## src/design/sgsc_pkg.sv

```systemverilog
// shared widths, codes and types for the staggered grid sample coordinate block
package sgsc_pkg;

  // field widths
  localparam int unsigned IN_W       = 6;
  localparam int unsigned SIZE_W     = 13;
  localparam int unsigned REG_GAP_W  = 8;
  localparam int unsigned MODE_W     = 3;
  localparam int unsigned COORD_W    = 12;
  localparam int unsigned FRAC_W     = 8;
  localparam int unsigned GAP_W      = SIZE_W + FRAC_W;
  localparam int unsigned QUART_W    = 3;
  localparam int unsigned FACT_W     = IN_W + 3;
  localparam int unsigned PROD_W     = GAP_W + FACT_W;
  localparam int unsigned ROUND_SH   = FRAC_W + 2;
  localparam int unsigned CFG_IDX_W  = 3;
  localparam int unsigned CFG_DATA_W = SIZE_W;

  // output grid size defaults
  localparam int unsigned OUT_ROWS_DEF = 64;
  localparam int unsigned OUT_COLS_DEF = 64;

  // register indexes
  typedef enum logic [CFG_IDX_W-1:0] {
    CFG_USE_AUTO_GAP = 3'd0,
    CFG_COLUMN_GAP   = 3'd1,
    CFG_ROW_GAP      = 3'd2,
    CFG_STAGGER_MODE = 3'd3,
    CFG_SOURCE_ROWS  = 3'd4,
    CFG_SOURCE_COLS  = 3'd5
  } cfg_idx_e;

  // stagger modes
  localparam logic [MODE_W-1:0] MODE_H_HALF    = 3'd0;
  localparam logic [MODE_W-1:0] MODE_H_QUARTER = 3'd1;
  localparam logic [MODE_W-1:0] MODE_H_3QUART  = 3'd2;
  localparam logic [MODE_W-1:0] MODE_V_QUARTER = 3'd3;

  // phase in quarters of a gap
  localparam logic [QUART_W-1:0] Q_ONE   = 3'd1;
  localparam logic [QUART_W-1:0] Q_HALF  = 3'd2;
  localparam logic [QUART_W-1:0] Q_THREE = 3'd3;
  localparam logic [QUART_W-1:0] Q_FULL  = 3'd4;

  // reset values of the registers
  localparam logic                  RST_USE_AUTO_GAP = 1'b0;
  localparam logic [REG_GAP_W-1:0]  RST_COLUMN_GAP   = 8'd4;
  localparam logic [REG_GAP_W-1:0]  RST_ROW_GAP      = 8'd4;
  localparam logic [MODE_W-1:0]     RST_STAGGER_MODE = 3'd4;
  localparam logic [SIZE_W-1:0]     RST_SOURCE_ROWS  = 13'd280;
  localparam logic [SIZE_W-1:0]     RST_SOURCE_COLS  = 13'd1000;

  // register file contents
  typedef struct packed {
    logic                 use_auto_gap;
    logic [REG_GAP_W-1:0] column_gap;
    logic [REG_GAP_W-1:0] row_gap;
    logic [MODE_W-1:0]    stagger_mode;
    logic [SIZE_W-1:0]    source_rows;
    logic [SIZE_W-1:0]    source_cols;
  } cfg_t;

  // per-axis derived settings
  typedef struct packed {
    logic [GAP_W-1:0]   gap;
    logic [COORD_W-1:0] lim;
  } axis_cfg_t;

  // pipeline stage enables
  typedef struct packed {
    logic prod_en;
    logic out_en;
  } stage_ctrl_t;

endpackage

```

## src/design/sgsc_in_if.sv

```systemverilog
// input channel carrying one output grid position per item
interface sgsc_in_if import sgsc_pkg::*; ();
  logic            valid;
  logic            ready;
  logic [IN_W-1:0] out_row;
  logic [IN_W-1:0] out_col;

  modport source (output valid, output out_row, output out_col, input ready);
  modport sink   (input valid, input out_row, input out_col, output ready);
endinterface

```

## src/design/sgsc_out_if.sv

```systemverilog
// output channel carrying one source pixel coordinate per item
interface sgsc_out_if import sgsc_pkg::*; ();
  logic               valid;
  logic               ready;
  logic [COORD_W-1:0] sample_row;
  logic [COORD_W-1:0] sample_col;

  modport source (output valid, output sample_row, output sample_col, input ready);
  modport sink   (input valid, input sample_row, input sample_col, output ready);
endinterface

```

## src/design/sgsc_cfg_regs.sv

```systemverilog
// configuration register file with plain write port
module sgsc_cfg_regs import sgsc_pkg::*; (
  input  logic                  clk_i,
  input  logic                  rst_ni,
  input  logic                  cfg_we_i,
  input  logic [CFG_IDX_W-1:0]  cfg_idx_i,
  input  logic [CFG_DATA_W-1:0] cfg_wdata_i,
  output cfg_t                  cfg_o
);

  cfg_t cfg_q;

  // register writes, unknown indexes ignored
  always_ff @(posedge clk_i or negedge rst_ni) begin
    if (!rst_ni) begin
      cfg_q.use_auto_gap <= RST_USE_AUTO_GAP;
      cfg_q.column_gap   <= RST_COLUMN_GAP;
      cfg_q.row_gap      <= RST_ROW_GAP;
      cfg_q.stagger_mode <= RST_STAGGER_MODE;
      cfg_q.source_rows  <= RST_SOURCE_ROWS;
      cfg_q.source_cols  <= RST_SOURCE_COLS;
    end else if (cfg_we_i) begin
      case (cfg_idx_e'(cfg_idx_i))
        CFG_USE_AUTO_GAP: cfg_q.use_auto_gap <= cfg_wdata_i[0];
        CFG_COLUMN_GAP:   cfg_q.column_gap   <= cfg_wdata_i[REG_GAP_W-1:0];
        CFG_ROW_GAP:      cfg_q.row_gap      <= cfg_wdata_i[REG_GAP_W-1:0];
        CFG_STAGGER_MODE: cfg_q.stagger_mode <= cfg_wdata_i[MODE_W-1:0];
        CFG_SOURCE_ROWS:  cfg_q.source_rows  <= cfg_wdata_i[SIZE_W-1:0];
        CFG_SOURCE_COLS:  cfg_q.source_cols  <= cfg_wdata_i[SIZE_W-1:0];
        default: ;
      endcase
    end
  end

  assign cfg_o = cfg_q;

endmodule

```

## src/design/sgsc_gap_calc.sv

```systemverilog
// per-axis gap and clamp limit, registered from the configuration
module sgsc_gap_calc import sgsc_pkg::*; #(
  parameter int unsigned OUT_SIZE = OUT_COLS_DEF
) (
  input  logic                 clk_i,
  input  logic                 use_auto_gap_i,
  input  logic [REG_GAP_W-1:0] reg_gap_i,
  input  logic [SIZE_W-1:0]    size_i,
  output axis_cfg_t            axis_o
);

  // floor(x / OUT_SIZE) for x below 2^GAP_W as a multiply by a rounded-up reciprocal
  localparam int unsigned    LOG_D     = $clog2(OUT_SIZE);
  localparam int unsigned    RECIP_SH  = GAP_W + LOG_D;
  localparam longint unsigned RECIP    =
    ((64'd1 << RECIP_SH) + longint'(OUT_SIZE) - 64'd1) / longint'(OUT_SIZE);
  localparam logic [COORD_W-1:0] MAX_LIM = {COORD_W{1'b1}};

  logic [GAP_W-1:0]   num;
  logic [63:0]        prod;
  logic [GAP_W-1:0]   derived_gap;
  logic [SIZE_W-1:0]  size_m1;
  axis_cfg_t          axis_d;
  axis_cfg_t          axis_q;

  // derived gap: (size << 8) / OUT_SIZE
  assign num         = {size_i, {FRAC_W{1'b0}}};
  assign prod        = 64'(num) * RECIP;
  assign derived_gap = GAP_W'(prod >> RECIP_SH);

  // gap select and clamp limit, zero size clamps to zero
  assign size_m1 = size_i - SIZE_W'(1);
  always_comb begin
    axis_d.gap = use_auto_gap_i ? derived_gap
                                : GAP_W'({reg_gap_i, {FRAC_W{1'b0}}});
    if (size_i == '0) begin
      axis_d.lim = '0;
    end else if (size_m1 > SIZE_W'(MAX_LIM)) begin
      axis_d.lim = MAX_LIM;
    end else begin
      axis_d.lim = size_m1[COORD_W-1:0];
    end
  end

  always_ff @(posedge clk_i) begin
    axis_q <= axis_d;
  end

  assign axis_o = axis_q;

endmodule

```

## src/design/sgsc_place.sv

```systemverilog
// one axis: gap times position factor, then round half up and clamp
module sgsc_place import sgsc_pkg::*; (
  input  logic               clk_i,
  input  stage_ctrl_t        ctrl_i,
  input  logic [FACT_W-1:0]  factor_i,
  input  axis_cfg_t          axis_i,
  output logic [COORD_W-1:0] coord_o
);

  localparam logic [PROD_W:0] HALF = (PROD_W+1)'(1) << (ROUND_SH - 1);

  logic [PROD_W-1:0]          prod_d;
  logic [PROD_W-1:0]          prod_q;
  logic [PROD_W:0]            rounded;
  logic [PROD_W-ROUND_SH:0]   whole;
  logic [COORD_W-1:0]         coord_d;
  logic [COORD_W-1:0]         coord_q;

  // position in quarter-gap units, exact
  assign prod_d = PROD_W'(axis_i.gap) * PROD_W'(factor_i);

  always_ff @(posedge clk_i) begin
    if (ctrl_i.prod_en) begin
      prod_q <= prod_d;
    end
  end

  // round half up to a whole pixel and clamp to the source
  assign rounded = {1'b0, prod_q} + HALF;
  assign whole   = rounded[PROD_W:ROUND_SH];
  assign coord_d = (whole > (PROD_W-ROUND_SH+1)'(axis_i.lim)) ? axis_i.lim
                                                               : whole[COORD_W-1:0];

  always_ff @(posedge clk_i) begin
    if (ctrl_i.out_en) begin
      coord_q <= coord_d;
    end
  end

  assign coord_o = coord_q;

endmodule

```

## src/design/staggered_grid_sample_coords.sv

```systemverilog
// top level: staggered grid sample coordinate generator
// the result is registered through the phase stage, the product stage and the round and clamp stage, in that order
// throughput: one item per cycle, each stage passes its item on when the next is free
// each stage holds its item while the one after it is full, so a waiting result
// stops the input only once all three stages hold an item
// reset: registers return to their defaults, all stages empty
module staggered_grid_sample_coords import sgsc_pkg::*; #(
  parameter int unsigned OUT_ROWS = OUT_ROWS_DEF,
  parameter int unsigned OUT_COLS = OUT_COLS_DEF
) (
  input  logic                  clk_i,
  input  logic                  rst_ni,
  input  logic                  cfg_we_i,
  input  logic [CFG_IDX_W-1:0]  cfg_idx_i,
  input  logic [CFG_DATA_W-1:0] cfg_wdata_i,
  sgsc_in_if.sink               in_i,
  sgsc_out_if.source            out_o
);

  cfg_t              cfg;
  axis_cfg_t         row_axis;
  axis_cfg_t         col_axis;
  stage_ctrl_t       ctrl;
  logic              v1_q, v2_q, v3_q;
  logic              rdy1, rdy2, rdy3;
  logic [QUART_W-1:0] rq, cq;
  logic [FACT_W-1:0] row_fact_d, col_fact_d;
  logic [FACT_W-1:0] row_fact_q, col_fact_q;

  sgsc_cfg_regs u_cfg_regs (
    .clk_i       (clk_i),
    .rst_ni      (rst_ni),
    .cfg_we_i    (cfg_we_i),
    .cfg_idx_i   (cfg_idx_i),
    .cfg_wdata_i (cfg_wdata_i),
    .cfg_o       (cfg)
  );

  sgsc_gap_calc #(.OUT_SIZE(OUT_ROWS)) u_row_gap (
    .clk_i          (clk_i),
    .use_auto_gap_i (cfg.use_auto_gap),
    .reg_gap_i      (cfg.row_gap),
    .size_i         (cfg.source_rows),
    .axis_o         (row_axis)
  );

  sgsc_gap_calc #(.OUT_SIZE(OUT_COLS)) u_col_gap (
    .clk_i          (clk_i),
    .use_auto_gap_i (cfg.use_auto_gap),
    .reg_gap_i      (cfg.column_gap),
    .size_i         (cfg.source_cols),
    .axis_o         (col_axis)
  );

  // stage handshake, a stage takes an item when empty or draining
  assign rdy3 = !v3_q || out_o.ready;
  assign rdy2 = !v2_q || rdy3;
  assign rdy1 = !v1_q || rdy2;
  assign in_i.ready   = rdy1;
  assign ctrl.prod_en = rdy2 && v1_q;
  assign ctrl.out_en  = rdy3 && v2_q;

  always_ff @(posedge clk_i or negedge rst_ni) begin
    if (!rst_ni) begin
      v1_q <= 1'b0;
      v2_q <= 1'b0;
      v3_q <= 1'b0;
    end else begin
      if (rdy1) begin
        v1_q <= in_i.valid;
      end
      if (rdy2) begin
        v2_q <= v1_q;
      end
      if (rdy3) begin
        v3_q <= v2_q;
      end
    end
  end

  // phase selection, mirrored on odd rows or columns
  always_comb begin
    if (cfg.stagger_mode == MODE_H_HALF) begin
      cq = Q_HALF;
    end else if (cfg.stagger_mode == MODE_H_QUARTER) begin
      cq = Q_ONE;
    end else begin
      cq = Q_THREE;
    end
    rq = (cfg.stagger_mode == MODE_V_QUARTER) ? Q_ONE : Q_THREE;
    if (cfg.stagger_mode <= MODE_H_3QUART) begin
      if (in_i.out_row[0]) begin
        cq = Q_FULL - cq;
      end
      rq = Q_HALF;
    end else begin
      if (in_i.out_col[0]) begin
        rq = Q_FULL - rq;
      end
      cq = Q_HALF;
    end
  end

  // position factor 4 * index + quarters
  assign row_fact_d = {1'b0, in_i.out_row, 2'b00} + FACT_W'(rq);
  assign col_fact_d = {1'b0, in_i.out_col, 2'b00} + FACT_W'(cq);

  always_ff @(posedge clk_i) begin
    if (rdy1 && in_i.valid) begin
      row_fact_q <= row_fact_d;
      col_fact_q <= col_fact_d;
    end
  end

  sgsc_place u_row_place (
    .clk_i    (clk_i),
    .ctrl_i   (ctrl),
    .factor_i (row_fact_q),
    .axis_i   (row_axis),
    .coord_o  (out_o.sample_row)
  );

  sgsc_place u_col_place (
    .clk_i    (clk_i),
    .ctrl_i   (ctrl),
    .factor_i (col_fact_q),
    .axis_i   (col_axis),
    .coord_o  (out_o.sample_col)
  );

  assign out_o.valid = v3_q;

  // an accepted item always lands in the first stage
  a_accept_fills: assert property (@(posedge clk_i) disable iff (!rst_ni)
    in_i.valid && in_i.ready |=> v1_q)
    else $error("accepted item lost at first stage");

  // an item moved on from the first stage lands in the product stage
  a_advance_fills: assert property (@(posedge clk_i) disable iff (!rst_ni)
    ctrl.prod_en |=> v2_q)
    else $error("item lost between first and product stage");

  // with no result waiting the pipeline never refuses an item
  a_ready_when_empty: assert property (@(posedge clk_i) disable iff (!rst_ni)
    !v3_q |-> in_i.ready)
    else $error("input stalled with empty output stage");

  // a stalled result stage keeps its item
  a_out_held: assert property (@(posedge clk_i) disable iff (!rst_ni)
    v3_q && !out_o.ready |=> v3_q && !ctrl.out_en || v3_q)
    else $error("stalled result dropped");

endmodule
```

## src/flat_wrapper.sv

```systemverilog
// flat-port wrapper written by rule: the top's interface ports become plain ports
module staggered_grid_sample_coords_flat import sgsc_pkg::*;
#(
  parameter int unsigned OUT_ROWS = OUT_ROWS_DEF,
  parameter int unsigned OUT_COLS = OUT_COLS_DEF
)
  (clk_i, rst_ni, cfg_we_i, cfg_idx_i, cfg_wdata_i, in_i_valid, in_i_out_row, in_i_out_col, in_i_ready, out_o_valid, out_o_sample_row, out_o_sample_col, out_o_ready);
  sgsc_in_if in_i_i ();
  sgsc_out_if out_o_i ();
  input  logic clk_i;
  input  logic rst_ni;
  input  logic cfg_we_i;
  input  logic [CFG_IDX_W-1:0] cfg_idx_i;
  input  logic [CFG_DATA_W-1:0] cfg_wdata_i;
  input wire logic [$bits(in_i_i.valid)-1:0] in_i_valid;
  input wire logic [$bits(in_i_i.out_row)-1:0] in_i_out_row;
  input wire logic [$bits(in_i_i.out_col)-1:0] in_i_out_col;
  output wire logic [$bits(in_i_i.ready)-1:0] in_i_ready;
  output wire logic [$bits(out_o_i.valid)-1:0] out_o_valid;
  output wire logic [$bits(out_o_i.sample_row)-1:0] out_o_sample_row;
  output wire logic [$bits(out_o_i.sample_col)-1:0] out_o_sample_col;
  input wire logic [$bits(out_o_i.ready)-1:0] out_o_ready;
  assign in_i_i.valid = in_i_valid;
  assign in_i_i.out_row = in_i_out_row;
  assign in_i_i.out_col = in_i_out_col;
  assign in_i_ready = in_i_i.ready;
  assign out_o_valid = out_o_i.valid;
  assign out_o_sample_row = out_o_i.sample_row;
  assign out_o_sample_col = out_o_i.sample_col;
  assign out_o_i.ready = out_o_ready;
  staggered_grid_sample_coords #(.OUT_ROWS(OUT_ROWS), .OUT_COLS(OUT_COLS)) u_core (.clk_i(clk_i), .rst_ni(rst_ni), .cfg_we_i(cfg_we_i), .cfg_idx_i(cfg_idx_i), .cfg_wdata_i(cfg_wdata_i), .in_i(in_i_i), .out_o(out_o_i));
endmodule
```

## config.mk

```make
export PLATFORM = sky130hd
export DESIGN_NAME = staggered_grid_sample_coords_flat
export DESIGN_NICKNAME = d
export VERILOG_FILES = /design/src/design/sgsc_pkg.sv /design/src/design/sgsc_in_if.sv /design/src/design/sgsc_out_if.sv /design/src/design/sgsc_cfg_regs.sv /design/src/design/sgsc_gap_calc.sv /design/src/design/sgsc_place.sv /design/src/design/staggered_grid_sample_coords.sv /design/src/flat_wrapper.sv
export SDC_FILE = /design/constraint.sdc
export NUM_CORES = 1
export LEC_CHECK = 0
export ABC_AREA = 1
export ABC_CLOCK_PERIOD_IN_PS = 5440
export BUFFER_PORTS_ARGS = -buffer_cell sky130_fd_sc_hd__buf_4
export CAP_MARGIN = 20
export CORE_ASPECT_RATIO = 0.75
export CORE_MARGIN = 10
export CORE_UTILIZATION = 62
export CTS_CLUSTER_DIAMETER = 150
export CTS_CLUSTER_SIZE = 40
export DETAILED_ROUTE_END_ITERATION = 12
export PLACE_DENSITY = 0.83
export SLEW_MARGIN = 10
export SYNTH_ARGS = -nofsm -noshare
export SYNTH_HDL_FRONTEND = slang
export SYNTH_SLANG_ARGS = --single-unit
```

## constraint.sdc

```tcl
create_clock -name clk_i -period 5.44 [get_ports clk_i]
set_clock_uncertainty 0.05 [all_clocks]
set_input_delay 0.544 -clock clk_i [delete_from_list [all_inputs] [get_ports clk_i]]
set_output_delay 0.544 -clock clk_i [all_outputs]
set_load 0.02 [all_outputs]
```

==> results.sh, run 1 <==
export IMPL_met1_length_mm=18.0
export IMPL_fillers=2149
export IMPL_start_util=0.625
export IMPL_port_buffers=58
export IMPL_final_hold_viol_count=0
export IMPL_peakVddDrop_uv=440
export IMPL_power_mw=10.4
export IMPL_core_um2=26900
export IMPL_met3_length_mm=4.52
export IMPL_layout_commonest_cell="nand2_1"
export IMPL_drt_iter0_markers=1235
export IMPL_synth_edf_count=76
export IMPL_grt_pass1_wl_mm=65.9
export IMPL_dp_cells=2517
export IMPL_fin_nets=2499
export IMPL_post_route_drc_count=0
export IMPL_synthFlopType="edfxtp_1"
export IMPL_die_x_um=210
export IMPL_drive_gt1_frac=0.0682
export IMPL_synth_ff_latch_count=177
export IMPL_dp_hpwl_mm=31.8
export IMPL_outcome="finished, final reports clean"
export IMPL_async_reset_ff_frac=0.277
export IMPL_dp_slack_ps=586
export IMPL_avgViaCountPerCell=5.32
export IMPL_rsz0062_at_grt="no"
export IMPL_path_class="register to register"
export IMPL_wire_per_inst_um=15.4
export IMPL_cp_max_fo=14
export IMPL_layout_common_cells="584 x nand2_1, 537 x inv_1, 156 x fa_1"
export IMPL_cts_path_max_buffers=2
export IMPL_dpl_cell_area_um2=17400
export IMPL_route_met2_wl_mm=16.3
export IMPL_slew_viol_final=0
export IMPL_hold_slack_ps=55.8
export IMPL_fin_util=0.669
export IMPL_setup_slack_ps=567
export IMPL_pin_count=59
export IMPL_final_cells=2550
export IMPL_antenna_found_initial=1
export IMPL_cts_root_buffer_cell="clkbuf_16"
export IMPL_syn_inst=2173
export IMPL_dr_max_layer_used="met4"
export IMPL_critical_path_arrival_ps=5010
export IMPL_grt_max_degree=50
export IMPL_cts_setup_buffers=0
export IMPL_cts_buffers=17
export IMPL_die_height_um=163
export IMPL_seq_area_frac_synth=0.272
export IMPL_die_area_um2=34200
export IMPL_path_clk_slew_ps=70
export IMPL_critPathLaunchType="register"
export IMPL_layout_min_cycle_time_ps=4870
export IMPL_fin_tns_setup_ps=0
export IMPL_leakage_nw=10.2
export IMPL_cts_tree="yes"
export IMPL_cts_sinks=177
export IMPL_fmax_mhz=205
export IMPL_end_kind="register"
export IMPL_firstDrtPassIters=5
export IMPL_synth_area_per_cell_um2=7.73
export IMPL_post_route_period_util=0.896
export IMPL_h_tree_depth=4
export IMPL_power_density_nw_per_um2=579
export IMPL_cts_hold_buf=0
export IMPL_grt_total_usage=0.236
export IMPL_finalSetupViolCount=0
export IMPL_synthToLayoutAreaGrowth_pct=6.89
export IMPL_gr_total_overflow=0
export IMPL_slew_headroom=0.429
export IMPL_fin_area_um2=18000
export IMPL_grt_pass1_vias=13400
export IMPL_tightest_slew_ps=855
export IMPL_gp_congestion=0.956
export IMPL_clock_latency_ps=440
export IMPL_via_count=13600
export IMPL_yosys_cell_types_count=47
export IMPL_synth_fp_nets=2487
export IMPL_yosysWarnings=0
export IMPL_seq_area_um2=4560
export IMPL_rows=52
export IMPL_hold_class="primary input to asynchronous set/reset pin"
export IMPL_antenna_left=0
export IMPL_routed_wl_mm=39.3
export IMPL_netlist_area_um2=16800
export IMPL_cap_violations=0
export IMPL_multi_input_area_um2=9920
export IMPL_critPathRequiredTime_ps=5580
export IMPL_cts_resized=0
[power breakdown]
part           internal [mW]  switching, mW
logic                   2.39           4.28
registers               2.04          0.491
clock network          0.642          0.555
total                   5.07           5.33
[registers in the layout, indices dropped and copies added (netlist names)]
signal                      flops
u_core.u_cfg_regs.cfg_o        46
u_core.u_col_gap.axis_o        26
u_core.u_row_gap.axis_o        26
u_core.u_col_place.prod_q      18
u_core.u_row_place.prod_q      17
u_core.u_col_place.coord_o     12
u_core.u_row_place.coord_o     12
u_core.col_fact_q               9
u_core.row_fact_q               8
u_core.out_o.valid              1
u_core.v1_q                     1
u_core.v2_q                     1
[final timing paths]
path,from,to,slack [ps],cells after the start
worst min register to register,u_core.u_cfg_regs.cfg_o[41]$_DFFE_PN0P_,u_core.u_col_gap.axis_o[24]$_DFF_P_,420,2
worst max register to register,u_core.col_fact_q[6]$_DFFE_PP_,u_core.u_col_place.prod_q[23]$_DFFE_PP_,570,17
max in group asynchronous,rst_ni,u_core.out_o.valid$_DFFE_PN0P_,4840,1
min in group clk_i,in_i_out_row[1],u_core.row_fact_q[3]$_DFFE_PP_,230,1
worst max-delay path,u_core.col_fact_q[6]$_DFFE_PP_,u_core.u_col_place.prod_q[23]$_DFFE_PP_,570,17
worst min-delay path,rst_ni,u_core.u_cfg_regs.cfg_o[26]$_DFFE_PN0P_,60,1
[cell type report]
type,instances,share of cell area
multi-input combinational,1391,0.552
sequential,177,0.254
inverter,539,0.113
timing repair buffer,59,0.0247
tap,351,0.0244
clock buffer,17,0.0237
clock inverter,15,0.00794
antenna,1,0.000139
[synthesized netlist by cell type (6+ instances only)]
cell type | number | area share
edfxtp_1 | 76 | 0.14
nand3_1 | 85 | 0.025
ha_1 | 125 | 0.093
fa_1 | 156 | 0.19
buf_6 | 6 | 0.0040
dfxtp_1 | 52 | 0.062
nor2_1 | 121 | 0.027
buf_2 | 8 | 0.0024
inv_1 | 537 | 0.12
nand4_1 | 12 | 0.0045
clkbuf_1 | 48 | 0.011
nand2_2 | 6 | 0.0022
nor4_1 | 8 | 0.0030
o21ai_0 | 78 | 0.023
a21oi_1 | 49 | 0.015
nand2_1 | 584 | 0.13
dfstp_2 | 12 | 0.019
xor2_1 | 44 | 0.023
nor3_1 | 10 | 0.0030
nand3_2 | 25 | 0.015
a31oi_1 | 27 | 0.010
dfrtp_1 | 37 | 0.055
xnor2_1 | 13 | 0.0068
[critical path, cell delays in order (launching register included)]
cell and delay, ps:
edfxtp_1 650, nand2_1 160, inv_1 60, fa_1 470, inv_1 50, fa_1 520, inv_1 60, fa_1 550
inv_1 60, fa_1 530, inv_1 50, ha_1 350, a21oi_1 220, a21boi_0 400, nor2_1 70, nor3_1 140
nand2_1 80, xor2_1 140
[logic make-up after synthesis]
kind of cell               after synthesis  synth area share
and+or+nand+nor                        870             0.221
buffers and inverters                  605             0.139
DFF                                    177             0.272
other                                    1          0.000223
AOI/OAI and AO/OA                      180            0.0593
xor gates and xnor gates                57            0.0297
adders and majority gates              283             0.280
[layer usage]
metal  global-route usage  vias up
li1                     -     6566
met1                0.342     6303
met2                0.343      651
met3               0.0683       44
met4               0.0526        0
met5                    0        -
Power figures use the tool's default switching activity.
==> inputs of run 2 (changes only) <==
BUFFER_PORTS_ARGS = default   (was -buffer_cell sky130_fd_sc_hd__buf_4)
DONT_BUFFER_PORTS = 1   (was default)
PLACE_DENSITY = 0.81   (was 0.83)
==> run 2 against run 1 <==
Against the previous run: clock power is essentially flat; final cell count shrank 2.2%; register-to-register slack lost 150 ps; setup slack lost 150 ps; combinational power shrank 3%; critical endpoint is now u_core.u_col_place.prod_q[24]$_DFFE_PP_; die area is the same; global-route usage grew 0.24 points; via count is essentially flat.
==> results.sh, run 2 (synthesis results as in run 1) <==
export IMPL_die_height_um=163
export IMPL_cts_sinks=177
export IMPL_drive_gt1_frac=0.0430
export IMPL_firstDrtPassIters=6
export IMPL_rows=52
export IMPL_die_area_um2=34200
export IMPL_p_sw_mw=5.36
export IMPL_port_buffers=0
export IMPL_peakVddDrop_uv=442
export IMPL_gp_congestion=0.912
export IMPL_power_density_nw_per_um2=587
export IMPL_post_route_period_util=0.924
export IMPL_finalSetupViolCount=0
export IMPL_grt_total_usage=0.239
export IMPL_via_count=13600
export IMPL_end_kind="register"
export IMPL_final_hold_viol_count=0
export IMPL_slew_viol_final=0
export IMPL_gr_total_overflow=0
export IMPL_cts_buffers=17
export IMPL_critPathLaunchType="register"
export IMPL_slew_headroom=0.434
export IMPL_setup_slack_ps=413
export IMPL_grt_pass1_vias=13300
export IMPL_clock_latency_ps=440
export IMPL_seq_power_share=0.255
export IMPL_outcome="finished, final reports clean"
export IMPL_post_route_drc_count=0
export IMPL_final_cells=2494
export IMPL_layout_min_cycle_time_ps=5030
export IMPL_combinationalPowerShare=0.630
export IMPL_critical_path_arrival_ps=5170
export IMPL_routed_wl_mm=40.1
export IMPL_dp_slack_ps=451
export IMPL_antenna_left=0
export IMPL_synthToLayoutAreaGrowth_pct=4.50
export IMPL_drt_iter0_markers=1245
export IMPL_path_class="register to register"
export IMPL_p_int_mw=4.96
export IMPL_cp_max_fo=14
export IMPL_leakage_nw=9.96
export IMPL_fmax_mhz=199
export IMPL_dp_hpwl_mm=32.1
export IMPL_fin_tns_setup_ps=0
export IMPL_core_um2=26900
export IMPL_hold_class="primary input to register"
export IMPL_grt_max_degree=50
export IMPL_dp_cells=2459
export IMPL_layout_commonest_cell="nand2_1"
export IMPL_layout_common_cells="584 x nand2_1, 537 x inv_1, 156 x fa_1"
export IMPL_cts_tree="yes"
export IMPL_cts_path_max_buffers=2
export IMPL_swShare=0.519
export IMPL_grt_pass1_wl_mm=66.2
export IMPL_die_x_um=210
export IMPL_avgViaCountPerCell=5.44
export IMPL_rsz0062_at_grt="no"
export IMPL_fin_nets=2443
export IMPL_largest_register_ff_count=46
export IMPL_wire_per_inst_um=16.1
export IMPL_pin_count=59
export IMPL_antenna_found_initial=1
export IMPL_h_tree_depth=4
export IMPL_cap_violations=0
export IMPL_critPathRequiredTime_ps=5580
export IMPL_cts_root_buffer_cell="clkbuf_16"
export IMPL_tightest_slew_ps=846
export IMPL_path_clk_slew_ps=70
export IMPL_p_clk_frac=0.116
export IMPL_start_util=0.625
run 2: changes by cell type in the layout (fill, tap and decap cells not counted):
cell	change
buf_16	+1
clkinv_1	-1
clkinv_2	-1
dlygate4sd3_1	+1
clkinv_4	+3
clkinvlp_4	-2
bufinv_16	-1
clkbuf_1	+2
clkinv_8	+1
inv_8	+2
buf_4	-58
clkinvlp_2	-1
inv_6	-2
run 2: per-stage QoR:
step | cell area, um2 | hold slack [ps] | utilization | total power [mW]
after floorplan | 16800 | 198 | - | 7.26
after detailed placement | 17000 | 201 | 0.631 | 8.96
after global placement | 17000 | 201 | 0.631 | 8.78
after global routing | 17600 | 138 | 0.654 | 11.3
after CTS | 17600 | 138 | 0.653 | 10.2
final | 17600 | 148 | 0.654 | 10.3
run 2: final cells by class:
class | count | area, um2
multi-input combinational | 1391 | 9920
fill | 2208 | 9310
sequential | 177 | 4560
inverter | 539 | 2020
tap | 351 | 439
clock buffer | 19 | 433
clock inverter | 13 | 131
timing repair buffer | 3 | 45.0
antenna | 1 | 2.50
run 2: worst max-delay path: stages, from the launching register on:
cell	delay, ps
edfxtp_1	630
nand2_1	150
inv_1	60
fa_1	520
inv_1	50
fa_1	530
inv_1	50
fa_1	530
inv_1	50
fa_1	530
inv_1	40
ha_1	370
nand2_1	120
nor2_1	120
inv_1	70
nor4_1	410
o211ai_1	240
nand4_1	150
nand2_1	100
run 2: path summary, 6_finish.rpt:
path / from / to / slack (ps) / cells after the start
min: in_i_out_row[2] / u_core.row_fact_q[4]$_DFFE_PP_ / 150 / 0
max reg2reg: u_core.col_fact_q[8]$_DFFE_PP_ / u_core.u_col_place.prod_q[24]$_DFFE_PP_ / 410 / 18
min reg2reg: u_core.u_cfg_regs.cfg_o[35]$_DFFE_PN0P_ / u_core.u_row_gap.axis_o[26]$_DFF_P_ / 430 / 2
max in group asynchronous: rst_ni / u_core.u_cfg_regs.cfg_o[28]$_DFFE_PN1P_ / 4480 / 2
min in group asynchronous: rst_ni / u_core.v1_q$_DFFE_PN0N_ / 550 / 2
max: u_core.col_fact_q[8]$_DFFE_PP_ / u_core.u_col_place.prod_q[24]$_DFFE_PP_ / 410 / 18
run 2: power by group through the flow:
stage / sequential, mW / clock [mW] / combinational (mW)
final: 2.63 / 1.19 / 6.50
after global routing: 2.68 / 1.25 / 7.42
after CTS: 2.61 / 1.20 / 6.40
after detailed placement: 2.63 / 0 / 6.33
after global placement: 2.61 / 0 / 6.17
after floorplan: 2.35 / 0 / 4.91
run 2: timing repair:
item | in CTS | in global routing
endpoints found under the hold margin | 49 | 0
setup buffers | 0 | 0
hold buffers | 2 | 0
gates resized for setup | 0 | 0
setup endpoints to repair | 0 | 0
run 2: per-layer routing:
| metal | part of all wire | track usage | routed length, um |
|---|---|---|---|
| met1 | 0.45 | 0.342 | 18200 |
| met2 | 0.42 | 0.354 | 16900 |
| met3 | 0.11 | 0.0621 | 4270 |
| met4 | 0.018 | 0.0572 | 708 |
| met5 | 0 | 0 | 0 |
==> inputs of run 3 (changes only) <==
CORE_UTILIZATION = 60   (was 62)
PLACE_DENSITY = 0.79   (was 0.81)
==> run 3 against run 2 <==
Against the previous run: total power decreased by 0.28%; combinational power down 0.8%; non-clock buffer count increased by 1; hold slack got worse by 6.1 ps; global-route usage is 0.10 points lower; clock-buffer cell count is 1 lower; critical path type unchanged; largest power group unchanged.
==> results.sh, run 3 (synthesis results as in run 1) <==
export IMPL_outcome="finished, final reports clean"
export IMPL_antenna_left=0
export IMPL_gp_congestion=0.954
export IMPL_grtUsageMet2=0.345
export IMPL_synthToLayoutAreaGrowth_pct=4.62
export IMPL_clock_latency_ps=450
export IMPL_cts_path_max_buffers=2
export IMPL_start_util=0.617
export IMPL_cts_tree="yes"
export IMPL_path_class="register to register"
export IMPL_crit_chain="nand2_1 -> inv_1 -> fa_1 -> inv_1 -> fa_1 -> inv_1 -> fa_1 -> inv_1 -> fa_1 -> inv_1 -> ha_1 -> nand2_1 -> nor2_1 -> inv_1 -> nor4_1 -> o211ai_1 -> nand4_1 -> nand2_1"
export IMPL_leakage_nw=9.97
export IMPL_firstDrtPassIters=7
export IMPL_hold_class="primary input to register"
export IMPL_rows=52
export IMPL_die_height_um=165
export IMPL_grt_total_usage=0.238
export IMPL_post_route_drc_count=0
export IMPL_layout_min_cycle_time_ps=4920
export IMPL_gr_total_overflow=0
export IMPL_die_x_um=213
export IMPL_dp_hpwl_mm=32.2
export IMPL_cts_sinks=177
export IMPL_final_cells=2495
export IMPL_cts_root_buffer_cell="clkbuf_16"
export IMPL_critical_path_arrival_ps=5070
export IMPL_layout_common_cells="584 x nand2_1, 537 x inv_1, 156 x fa_1"
export IMPL_cts_resized=0
export IMPL_cp_max_fo=14
export IMPL_fmax_mhz=203
export IMPL_max_stage_delay_ps=630
export IMPL_fin_nets=2444
export IMPL_power_density_nw_per_um2=585
export IMPL_critPathMostFrequentCell="inv_1"
export IMPL_grt_pass1_vias=13100
export IMPL_grt_use_met1=0.353
export IMPL_hold_slack_ps=142
export IMPL_end_kind="register"
export IMPL_critPathLaunchType="register"
export IMPL_slew_viol_final=0
export IMPL_grt_max_degree=50
export IMPL_grt_busiest_layer="met1"
export IMPL_dp_cells=2459
export IMPL_antenna_found_initial=1
export IMPL_rsz0062_at_grt="no"
export IMPL_die_area_um2=35200
export IMPL_pin_count=59
export IMPL_core_um2=27300
export IMPL_drt_iter0_markers=1327
export IMPL_via_count=13400
export IMPL_fin_tns_setup_ps=0
export IMPL_fillers=2321
export IMPL_power_mw=10.3
export IMPL_avgViaCountPerCell=5.39
export IMPL_min_path_cells=0
export IMPL_slew_headroom=0.454
export IMPL_grt_pass1_wl_mm=66.5
export IMPL_slowest_stage="edfxtp_1"
export IMPL_finalSetupViolCount=0
export IMPL_r2r_cells=18
export IMPL_post_route_period_util=0.905
export IMPL_largest_register_ff_count=46
export IMPL_grtUsageMet3=0.0528
export IMPL_drive_gt1_frac=0.0439
export IMPL_peakVddDrop_uv=338
export IMPL_cap_violations=0
export IMPL_port_buffers=0
export IMPL_wire_per_inst_um=16.1
export IMPL_routed_wl_mm=40.1
export IMPL_h_tree_depth=4
export IMPL_final_hold_viol_count=0
export IMPL_path_clk_slew_ps=70
export IMPL_tightest_slew_ps=816
export IMPL_critPathRequiredTime_ps=5590
export IMPL_cts_buffers=17
export IMPL_layout_commonest_cell="nand2_1"
run 3: final cells by class:
cell class	count	area [um2]	area share
repair buffers	4	56.3	0.00320
well taps	351	439	0.0250
multi-input cells	1391	9920	0.564
clock buffers	18	439	0.0250
flip-flops and latches	177	4560	0.260
clock inverters	14	141	0.00804
diodes	1	2.50	0.000142
inverters	539	2020	0.115
run 3: what timing repair did:
item,CTS,global route
hold endpoints to repair,49,0
hold buffers,2,0
setup buffers,0,0
run 3: power by group:
part	switching, mW	total, mW	internal, mW
sequential	0.569	2.61	2.05
clock	0.600	1.22	0.621
combinational	4.16	6.45	2.29
run 3: path summary, 6_finish.rpt:
path | to | slack (ps) | from
setup / recovery | u_core.u_col_place.prod_q[24]$_DFFE_PP_ | 520 | u_core.col_fact_q[8]$_DFFE_PP_
hold / removal | u_core.row_fact_q[3]$_DFFE_PP_ | 140 | in_i_out_row[1]
setup reg to reg | u_core.u_col_place.prod_q[24]$_DFFE_PP_ | 520 | u_core.col_fact_q[8]$_DFFE_PP_
hold reg to reg | u_core.u_row_gap.axis_o[20]$_DFF_P_ | 440 | u_core.u_cfg_regs.cfg_o[29]$_DFFE_PN0P_
max in group asynchronous | u_core.u_cfg_regs.cfg_o[28]$_DFFE_PN1P_ | 4490 | rst_ni
min in group asynchronous | u_core.v2_q$_DFFE_PN0P_ | 540 | rst_ni
run 3: per-stage QoR:
step,setup slack (ps),area (um2),util
global placement,574,17000,0.622
floorplan,997,16800,-
CTS,512,17600,0.644
finish,519,17600,0.645
global route,229,17600,0.645
detailed placement,534,17000,0.622
run 3: worst max-delay path: cells and delay by family, from the launching register on:
kind / cells / cell delay, ps
fa+ha+maj: 5 / 2460
simple gates: 6 / 960
flops: 1 / 630
buf+inv: 6 / 360
compound gates: 1 / 210
run 3: per-layer routing:
layer,share of wire,routed length (um)
met5,0,0
met4,0.015,602
met3,0.094,3790
met1,0.48,19200
met2,0.41,16600
